[src/design/ille_pkg.sv]
// Shared types, codes and constants of the indexed linked-list engine.
// Used by the controller, the datapath, the top level and the checker.
package ille_pkg;

  localparam int CAPACITY_DEF = 1024;

  localparam int CMD_W    = 3;
  localparam int POS_W    = 11;
  localparam int VAL_W    = 32;
  localparam int STATUS_W = 2;
  localparam int LEN_W    = 11;
  localparam int IN_TDATA_W  = 48;
  localparam int OUT_TDATA_W = 48;

  localparam logic [CMD_W-1:0] CMD_READ     = 3'd0;
  localparam logic [CMD_W-1:0] CMD_INS_HEAD = 3'd1;
  localparam logic [CMD_W-1:0] CMD_INS_TAIL = 3'd2;
  localparam logic [CMD_W-1:0] CMD_INS_POS  = 3'd3;
  localparam logic [CMD_W-1:0] CMD_DELETE   = 3'd4;

  localparam logic [STATUS_W-1:0] ST_OK    = 2'd0;
  localparam logic [STATUS_W-1:0] ST_RANGE = 2'd1;
  localparam logic [STATUS_W-1:0] ST_FULL  = 2'd2;

  typedef logic [4:0] dp_op_t;

  localparam dp_op_t DP_NOP    = 5'd0;
  localparam dp_op_t DP_INIT   = 5'd1;
  localparam dp_op_t DP_LOAD   = 5'd2;
  localparam dp_op_t DP_CHECK  = 5'd3;
  localparam dp_op_t DP_WSTEP  = 5'd4;
  localparam dp_op_t DP_WEND   = 5'd5;
  localparam dp_op_t DP_RDV    = 5'd6;
  localparam dp_op_t DP_POP    = 5'd7;
  localparam dp_op_t DP_POPCAP = 5'd8;
  localparam dp_op_t DP_LHEAD  = 5'd9;
  localparam dp_op_t DP_RLINK  = 5'd10;
  localparam dp_op_t DP_LNEW   = 5'd11;
  localparam dp_op_t DP_LPREV  = 5'd12;
  localparam dp_op_t DP_DHEAD  = 5'd13;
  localparam dp_op_t DP_DSEL   = 5'd14;
  localparam dp_op_t DP_RDEL   = 5'd15;
  localparam dp_op_t DP_DLINK  = 5'd16;
  localparam dp_op_t DP_PUSH   = 5'd17;
  localparam dp_op_t DP_OUT    = 5'd18;

  typedef struct packed {
    dp_op_t op;
  } dp_ctl_t;

  typedef struct packed {
    logic [CMD_W-1:0] cmd;
    logic             reject;
    logic             head_case;
    logic             pos_zero;
    logic             walk_done;
    logic             init_done;
    logic             out_busy;
  } dp_stat_t;

endpackage

[src/design/ille_ctrl.sv]
// Controller state machine of the linked-list engine; sequences datapath ops.
// Uses ille_pkg.
module ille_ctrl (
  input  logic                clk,
  input  logic                rst_n,
  input  logic                in_tvalid,
  output logic                in_tready,
  input  ille_pkg::dp_stat_t  stat,
  output ille_pkg::dp_ctl_t   ctl
);
  import ille_pkg::*;

  localparam logic [4:0] S_INIT   = 5'd0;
  localparam logic [4:0] S_IDLE   = 5'd1;
  localparam logic [4:0] S_CHECK  = 5'd2;
  localparam logic [4:0] S_POP    = 5'd3;
  localparam logic [4:0] S_POPCAP = 5'd4;
  localparam logic [4:0] S_LHEAD  = 5'd5;
  localparam logic [4:0] S_WALK   = 5'd6;
  localparam logic [4:0] S_RDV    = 5'd7;
  localparam logic [4:0] S_RLINK  = 5'd8;
  localparam logic [4:0] S_LNEW   = 5'd9;
  localparam logic [4:0] S_LPREV  = 5'd10;
  localparam logic [4:0] S_DHEAD  = 5'd11;
  localparam logic [4:0] S_DSEL   = 5'd12;
  localparam logic [4:0] S_RDEL   = 5'd13;
  localparam logic [4:0] S_DLINK  = 5'd14;
  localparam logic [4:0] S_PUSH   = 5'd15;
  localparam logic [4:0] S_DONE   = 5'd16;

  logic [4:0] state_r, state_nxt;
  logic       is_ins;

  assign is_ins = (stat.cmd == CMD_INS_HEAD) || (stat.cmd == CMD_INS_TAIL) ||
                  (stat.cmd == CMD_INS_POS);
  assign in_tready = (state_r == S_IDLE);

  always_comb begin
    state_nxt = state_r;
    ctl.op    = DP_NOP;
    case (state_r)
      S_INIT: begin
        if (stat.init_done) state_nxt = S_IDLE;
        else ctl.op = DP_INIT;
      end
      S_IDLE: begin
        if (in_tvalid) begin
          ctl.op = DP_LOAD;
          state_nxt = S_CHECK;
        end
      end
      S_CHECK: begin
        ctl.op = DP_CHECK;
        if (stat.reject) state_nxt = S_DONE;
        else if (is_ins) state_nxt = S_POP;
        else if ((stat.cmd == CMD_READ) || (stat.cmd == CMD_DELETE)) state_nxt = S_WALK;
        else state_nxt = S_DONE;
      end
      S_POP: begin
        ctl.op = DP_POP;
        state_nxt = S_POPCAP;
      end
      S_POPCAP: begin
        ctl.op = DP_POPCAP;
        state_nxt = stat.head_case ? S_LHEAD : S_WALK;
      end
      S_LHEAD: begin
        ctl.op = DP_LHEAD;
        state_nxt = S_DONE;
      end
      // One link read per cycle until the target slot is reached.
      S_WALK: begin
        if (!stat.walk_done) begin
          ctl.op = DP_WSTEP;
        end else begin
          ctl.op = DP_WEND;
          state_nxt = (stat.cmd == CMD_READ) ? S_RDV : S_RLINK;
        end
      end
      S_RDV: begin
        ctl.op = DP_RDV;
        state_nxt = S_DONE;
      end
      S_RLINK: begin
        ctl.op = DP_RLINK;
        if (is_ins) state_nxt = S_LNEW;
        else if (stat.pos_zero) state_nxt = S_DHEAD;
        else state_nxt = S_DSEL;
      end
      S_LNEW: begin
        ctl.op = DP_LNEW;
        state_nxt = S_LPREV;
      end
      S_LPREV: begin
        ctl.op = DP_LPREV;
        state_nxt = S_DONE;
      end
      S_DHEAD: begin
        ctl.op = DP_DHEAD;
        state_nxt = S_PUSH;
      end
      S_DSEL: begin
        ctl.op = DP_DSEL;
        state_nxt = S_RDEL;
      end
      S_RDEL: begin
        ctl.op = DP_RDEL;
        state_nxt = S_DLINK;
      end
      S_DLINK: begin
        ctl.op = DP_DLINK;
        state_nxt = S_PUSH;
      end
      S_PUSH: begin
        ctl.op = DP_PUSH;
        state_nxt = S_DONE;
      end
      S_DONE: begin
        if (!stat.out_busy) begin
          ctl.op = DP_OUT;
          state_nxt = S_IDLE;
        end
      end
      default: begin
        state_nxt = S_IDLE;
      end
    endcase
  end

  always_ff @(posedge clk) begin
    if (!rst_n) begin
      state_r <= S_INIT;
    end else begin
      state_r <= state_nxt;
    end
  end

endmodule

[config.mk]
export PLATFORM = sky130hd
export DESIGN_NAME = ille_ctrl
export DESIGN_NICKNAME = d
export VERILOG_FILES = /design/src/design/ille_pkg.sv /design/src/design/ille_ctrl.sv
export SDC_FILE = /design/constraint.sdc
export NUM_CORES = 1
export LEC_CHECK = 0
export ABC_CLOCK_PERIOD_IN_PS = 2200
export BUFFER_PORTS_ARGS = -buffer_cell sky130_fd_sc_hd__buf_2
export CAP_MARGIN = 25
export CORE_ASPECT_RATIO = 1.5
export CORE_MARGIN = 4
export CORE_UTILIZATION = 30
export DETAILED_ROUTE_END_ITERATION = 8
export PLACE_DENSITY = 0.47
export SLEW_MARGIN = 10
export SYNTH_ARGS = -nofsm -noshare
export SYNTH_HDL_FRONTEND = slang
export SYNTH_SLANG_ARGS = --single-unit
[constraint.sdc]
create_clock -name clk -period 2.2 [get_ports clk]
set_input_delay 0.11 -clock clk [delete_from_list [all_inputs] [get_ports clk]]
set_output_delay 0.11 -clock clk [all_outputs]
set_load 0.01 [all_outputs]
Word-level counts from Yosys, hierarchy flattened
Cells that the tools add are included.
- logic and storage cells: 50
- bits in registers: 5
- input bits: 12
- output and inout port bits: 6
- reduce and logical (&&, ||, !) cells: 8
- equal/unequal tests: 24
- mux-type cells: 17
- operators with widths (kind ; number):
    $pmux 5 s17 ; 1
    $pmux 5 s13 ; 1
    $eq 5x4->1 const B ; 8
    $mux 5 ; 8
    $eq 5x3->1 const B ; 4
    $eq 5x2->1 const B ; 2
    $ne 2x2->1 const B ; 4
    $eq 3x2->1 const B ; 2
    $mux 3 ; 2
    $eq 5x1->1 const B ; 1
    $eq 5x5->1 const B ; 1
    $logic_not 5->1 ; 1
    $mux 2 ; 2
    $mux 4 ; 1
    $reduce_and 4->1 ; 1
    $reduce_or 4->1 ; 1
    $eq 3x1->1 const B ; 1
    $eq 3x3->1 const B ; 1
    $logic_not 3->1 ; 1
    $logic_or 1x1->1 ; 3
    $mux 1 ; 2
    $reduce_or 2->1 ; 1

Longest topological paths before layout
- depth after elaboration: 6
- gate-level depth with buffers: 6
- mapped depth without buffers: 4

Worst setup path after synthesis
Ideal clock, no wire load.
- path type: reg-to-output
- from: reg state_r[3]
- to: out ctl[2] (netlist name)
- data arrival time: 1.486 ns
- setup slack: 0.604 ns
- path buffers: 2
- stages on the path, launching flop included: 5
- required time: 2.090 ns
- path through: dfxtp_1 > buf_6 > clkbuf_1 > o21ai_0 > a2111oi_0
- RTL lines (what ; RTL line ; RTL):
    start: declaration ; ille_ctrl.sv:31 ; logic [4:0] state_r, state_nxt;
    start signal: assignment ; ille_ctrl.sv:134 ; state_r <= state_nxt;
    end: declaration ; ille_ctrl.sv:9 ; output ille_pkg::dp_ctl_t ctl

==> flow_summary.html <==
<table>
<tr><th>Metric</th><th>Value</th></tr>
<tr><th colspan="2">Run status</th></tr>
<tr><td>Result of the run</td><td>completed</td></tr>
<tr><th colspan="2">Clock network</th></tr>
<tr><td>Post-CTS Hold Fix Bufs</td><td>0</td></tr>
<tr><td>Clock latency on the worst-skew pair</td><td>250 ps</td></tr>
<tr><td>Postcts setup bufs</td><td>0</td></tr>
<tr><td>TritonCTS clock tree</td><td>built</td></tr>
<tr><td>Clock Tree Root</td><td>sky130_fd_sc_hd__clkbuf_4</td></tr>
<tr><td>Quantity of gates resized following cts</td><td>0</td></tr>
<tr><td>Clock tree sinks</td><td>5</td></tr>
<tr><td>CTS buffer count</td><td>3</td></tr>
<tr><td>Number of H-tree levels</td><td>1</td></tr>
<tr><td>Maximum root-to-sink buffer count</td><td>2</td></tr>
<tr><td>Clock transition at path regs</td><td>40 ps</td></tr>
<tr><th colspan="2">Timing</th></tr>
<tr><td>Sum Neg Setup Slack</td><td>0 ps</td></tr>
<tr><td>Slew Limit Fails</td><td>0</td></tr>
<tr><td>Setup WS post-layout</td><td>319 ps</td></tr>
<tr><td>Share of the clock period used by the worst path after layout</td><td>0.855</td></tr>
<tr><td>Highest achievable clock rate</td><td>0.532 GHz</td></tr>
<tr><td>Slew headroom</td><td>0.573</td></tr>
<tr><td>Measured slew at the worst slew-check pin</td><td>640 ps</td></tr>
<tr><td>Final setup fails</td><td>0</td></tr>
<tr><td>Clock Skew</td><td>2.39 ps</td></tr>
<tr><td>Setup repair after global routing missed its margin</td><td>no</td></tr>
<tr><td>Post-layout min period</td><td>1880 ps</td></tr>
<tr><td>Count of final hold-check violations</td><td>0</td></tr>
<tr><th colspan="2">Logic synthesis</th></tr>
<tr><td>Area share of and/or/nand/nor cells after synthesis</td><td>0.362</td></tr>
<tr><td>Number of nets produced by synthesis</td><td>104</td></tr>
<tr><td>Cell count after synthesis</td><td>92</td></tr>
<tr><td>Top_reg_cell synth</td><td>sky130_fd_sc_hd__dfxtp_1</td></tr>
<tr><td>Compound-Gate Fraction of Synth Area</td><td>0.375</td></tr>
<tr><td>Count of flip-flops with a built-in enable after synthesis</td><td>0</td></tr>
<tr><td>Area share of the leading cell type in the synthesized netlist</td><td>0.154</td></tr>
<tr><td>Cell taking the most area after synthesis</td><td>sky130_fd_sc_hd__dfxtp_1</td></tr>
<tr><td>Largest cells by area after synthesis</td><td>sky130_fd_sc_hd__dfxtp_1 15%, sky130_fd_sc_hd__nor2_1 5.8%, sky130_fd_sc_hd__nand2b_1 4.8%</td></tr>
<tr><td>Total number of yosys warnings</td><td>0</td></tr>
<tr><td>Post-synth ARST share</td><td>0</td></tr>
<tr><td>Dominant combinational cell family by area after synthesis</td><td>compound AO/OA/AOI/OAI gates</td></tr>
<tr><td>Area share of xor/xnor cells in the synthesized design</td><td>0</td></tr>
<tr><td>Post-Syn Area per Cell</td><td>7.07 um^2</td></tr>
<tr><td>Synth Area in Adders</td><td>0</td></tr>
<tr><td>Post-synthesis mux area share</td><td>0.0173</td></tr>
<tr><td>Count of distinct cell types in the synthesized netlist</td><td>39</td></tr>
<tr><td>Part of the Yosys area used for sequential elements</td><td>0.154</td></tr>
<tr><td>Post-synth design cell area</td><td>651 um^2</td></tr>
<tr><td>Flop and latch count out of synthesis</td><td>5</td></tr>
<tr><th colspan="2">GRT</th></tr>
<tr><td>Global-route usage over all layers</td><td>0.157</td></tr>
<tr><td>Number of antenna violations at the first check in global routing</td><td>0</td></tr>
<tr><td>Number of global-route vias before repair</td><td>778</td></tr>
<tr><td>Maximum number of pins on one net before global-route repair</td><td>21</td></tr>
<tr><td>Remaining global-route overflow</td><td>0</td></tr>
<tr><td>Global-route wire length before repair</td><td>3.46 mm</td></tr>
<tr><th colspan="2">Hold path</th></tr>
<tr><td>Hold crit path type</td><td>in2reg</td></tr>
<tr><td>Cell depth of the worst min-delay path</td><td>2</td></tr>
<tr><td>Min-Delay Endpoint</td><td>state_r[4]</td></tr>
<tr><td>Min-delay src</td><td>rst_n</td></tr>
<tr><th colspan="2">Power and ir drop</th></tr>
<tr><td>Largest vdd supply drop</td><td>0.120 mV</td></tr>
<tr><td>Combinational group share of total power</td><td>0.300</td></tr>
<tr><td>Sw Share</td><td>0.340</td></tr>
<tr><td>Cell area power density</td><td>420 mW/mm^2</td></tr>
<tr><td>Internal Power</td><td>0.211 mW</td></tr>
<tr><td>Register share of total power</td><td>0.361</td></tr>
<tr><td>Leakage component of the power</td><td>0.295 nW</td></tr>
<tr><td>Psw</td><td>0.109 mW</td></tr>
<tr><td>Part of the power in the clock network</td><td>0.339</td></tr>
<tr><th colspan="2">Detailed routing</th></tr>
<tr><td>Count of nets left with antenna violations after detail routing</td><td>0</td></tr>
<tr><td>Via-per-instance ratio</td><td>6.01</td></tr>
<tr><td>WL final</td><td>2.07 mm</td></tr>
<tr><td>Routed wire length per instance</td><td>16.0 um</td></tr>
<tr><td>First drt pass iteration count</td><td>4</td></tr>
<tr><td>Post-detailed-route DRC marker count</td><td>0</td></tr>
<tr><td>Count of vias placed by the detailed router</td><td>775</td></tr>
<tr><td>Iter 0 DRT Violations</td><td>7</td></tr>
<tr><th colspan="2">Floorplanning</th></tr>
<tr><td>DIE WIDTH</td><td>46.0 um</td></tr>
<tr><td>Total die area</td><td>0.00299 mm^2</td></tr>
<tr><td>Io pins</td><td>18</td></tr>
<tr><td>Placement Rows</td><td>20</td></tr>
<tr><td>Core area</td><td>0.00205 mm^2</td></tr>
<tr><td>Die Y</td><td>65.0 um</td></tr>
<tr><td>Effective utilization at floorplan</td><td>0.317</td></tr>
<tr><th colspan="2">Critical path</th></tr>
<tr><td>Crit Path Max Fanout</td><td>15</td></tr>
<tr><td>Maximum cell stage delay along the critical path</td><td>450 ps</td></tr>
<tr><td>Startpoint type of the worst setup path</td><td>flip-flop</td></tr>
<tr><td>Endpoint class of the critical path</td><td>primary output</td></tr>
<tr><td>Slowest stage cell on the critical path</td><td>sky130_fd_sc_hd__dfxtp_1</td></tr>
<tr><td>Reg-to-Reg End</td><td>state_r[1]</td></tr>
<tr><td>Path depth of the worst reg2reg path</td><td>4</td></tr>
<tr><td>Worst reg2reg setup slack</td><td>520 ps</td></tr>
<tr><td>Crit Path Class</td><td>reg2out</td></tr>
<tr><td>Arrival time of data at the critical path endpoint</td><td>1770 ps</td></tr>
<tr><td>R2R Path Start</td><td>state_r[0]</td></tr>
<tr><td>Critical Path, Cell by Cell</td><td>buf_4 &gt; or3_1 &gt; a2bb2oi_1 &gt; o21ai_0 &gt; buf_2</td></tr>
<tr><td>Endpoint required time on the critical path</td><td>2090 ps</td></tr>
<tr><th colspan="2">Finish</th></tr>
<tr><td>Antenna Diode Count</td><td>0</td></tr>
<tr><td>Count of fill cells added during filler insertion</td><td>235</td></tr>
<tr><td>Flip-flop count of the largest register after layout</td><td>5</td></tr>
<tr><td>Biggest register</td><td>state_r</td></tr>
<tr><td>Ratio of cells with drive above 1 in the final layout</td><td>0.252</td></tr>
<tr><td>Layout area overhead</td><td>17.3%</td></tr>
<tr><td>Nets@finish</td><td>120</td></tr>
<tr><td>Registers with the highest flip-flop counts</td><td>state_r: 5 flops</td></tr>
<tr><th colspan="2">Placed design</th></tr>
<tr><td>Worst setup slack before clock tree synthesis</td><td>528 ps</td></tr>
<tr><td>Post-DP HPWL</td><td>1.59 mm</td></tr>
<tr><td>Final weighted congestion in routability-driven placement</td><td>0.834</td></tr>
<tr><td>Number of port buffers</td><td>17</td></tr>
<tr><th colspan="2">Flow run</th></tr>
<tr><td>Max-cap violations</td><td>0</td></tr>
</table>
-- worst max-delay path: cells and delay by family, from the launching register on --
family / cells / cell delay [ps]
buf+inv: 2 / 400
simple gates: 1 / 370
flops: 1 / 450
compound gates: 2 / 300
-- power groups by stage --
stage / logic, mW / clock network (mW) / registers, mW
after floorplan: 0.0796 / 0 / 0.0983
after global placement: 0.0969 / 0 / 0.116
after detailed placement: 0.0966 / 0 / 0.117
after CTS: 0.0971 / 0.114 / 0.115
after global routing: 0.106 / 0.122 / 0.118
final: 0.0962 / 0.109 / 0.116
-- final cells by class --
class / count / area (um^2) / share of cell area
Clock buffer: 4 / 26.3 / 0.0344
Inverter: 5 / 18.8 / 0.0246
Multi-Input combinational cell: 74 / 490 / 0.643
Sequential cell: 5 / 100 / 0.131
Tap cell: 22 / 27.5 / 0.0361
Timing Repair Buffer: 19 / 100 / 0.131
-- layout by cell type (no fill, tap or decap), drive strengths merged, types with 2 or more instances in the layout --
| master | n |
|---|---|
| nand2 | 5 |
| nor2 | 10 |
| and3 | 3 |
| a21o | 2 |
| a41oi | 2 |
| nand3 | 3 |
| inv | 5 |
| nand4 | 2 |
| nand2b | 5 |
| a21oi | 3 |
| a211oi | 2 |
| or3 | 2 |
| buf | 19 |
| o21ai | 7 |
| o21a | 3 |
| dfxtp | 5 |
| o211ai | 3 |
| clkbuf | 4 |
| a2111oi | 2 |
| nand4b | 3 |
| nand3b | 3 |
-- logic make-up after synthesis --
| logic type | after synthesis |
|---|---|
| DFF | 5 |
| AOI/OAI and AO/OA | 32 |
| and+or+nand+nor | 41 |
| buffers and inverters | 13 |
| muxes | 1 |
-- cell usage after synthesis (2+ instances only) --
master	instances
sky130_fd_sc_hd__dfxtp_1	5
sky130_fd_sc_hd__o211ai_1	3
sky130_fd_sc_hd__o21ai_0	6
sky130_fd_sc_hd__nand3_1	3
sky130_fd_sc_hd__nand4b_1	3
sky130_fd_sc_hd__o21a_1	3
sky130_fd_sc_hd__clkbuf_1	4
sky130_fd_sc_hd__a21o_1	2
sky130_fd_sc_hd__inv_1	5
sky130_fd_sc_hd__a211oi_1	2
sky130_fd_sc_hd__and3_1	3
sky130_fd_sc_hd__nand3b_1	3
sky130_fd_sc_hd__nand2b_1	5
sky130_fd_sc_hd__nand4_1	2
sky130_fd_sc_hd__nor2_1	10
sky130_fd_sc_hd__buf_2	3
sky130_fd_sc_hd__a21oi_1	3
sky130_fd_sc_hd__or3_1	2
sky130_fd_sc_hd__nand2_1	5
-- worst max path at each step --
stage               start          to  slack [ps]  cells past startpoint
2_1_floorplan  state_r[3]      ctl[2]         600                      4
4_1_cts        state_r[1]      ctl[0]         300                      6
5_1_grt        state_r[1]      ctl[2]         120                      4
3_3_place_gp   state_r[0]  state_r[1]         550                      4
6_report       state_r[1]      ctl[1]         320                      5
3_5_place_dp   state_r[0]  state_r[1]         530                      4
-- per-stage QoR --
step | util | cells | power (mW) | hold WS (ps) | instance area, um^2
floorplan | - | 92 | 0.178 | 228 | 651
global placement | 0.359 | 125 | 0.213 | 374 | 737
detailed placement | 0.359 | 125 | 0.214 | 383 | 737
CTS | 0.372 | 129 | 0.326 | 128 | 763
global route | 0.372 | 129 | 0.346 | 143 | 763
finish | 0.372 | 129 | 0.321 | 129 | 763
-- layer usage --
layer  vias up  wire (um)  global-route usage
met4         0         61               0.103
li1        381          -                   -
met3         6         60              0.0361
met2        16       1090               0.252
met5         -          0                   0
met1       372        859               0.176
Note: power is estimated with default switching activity, not from simulation.
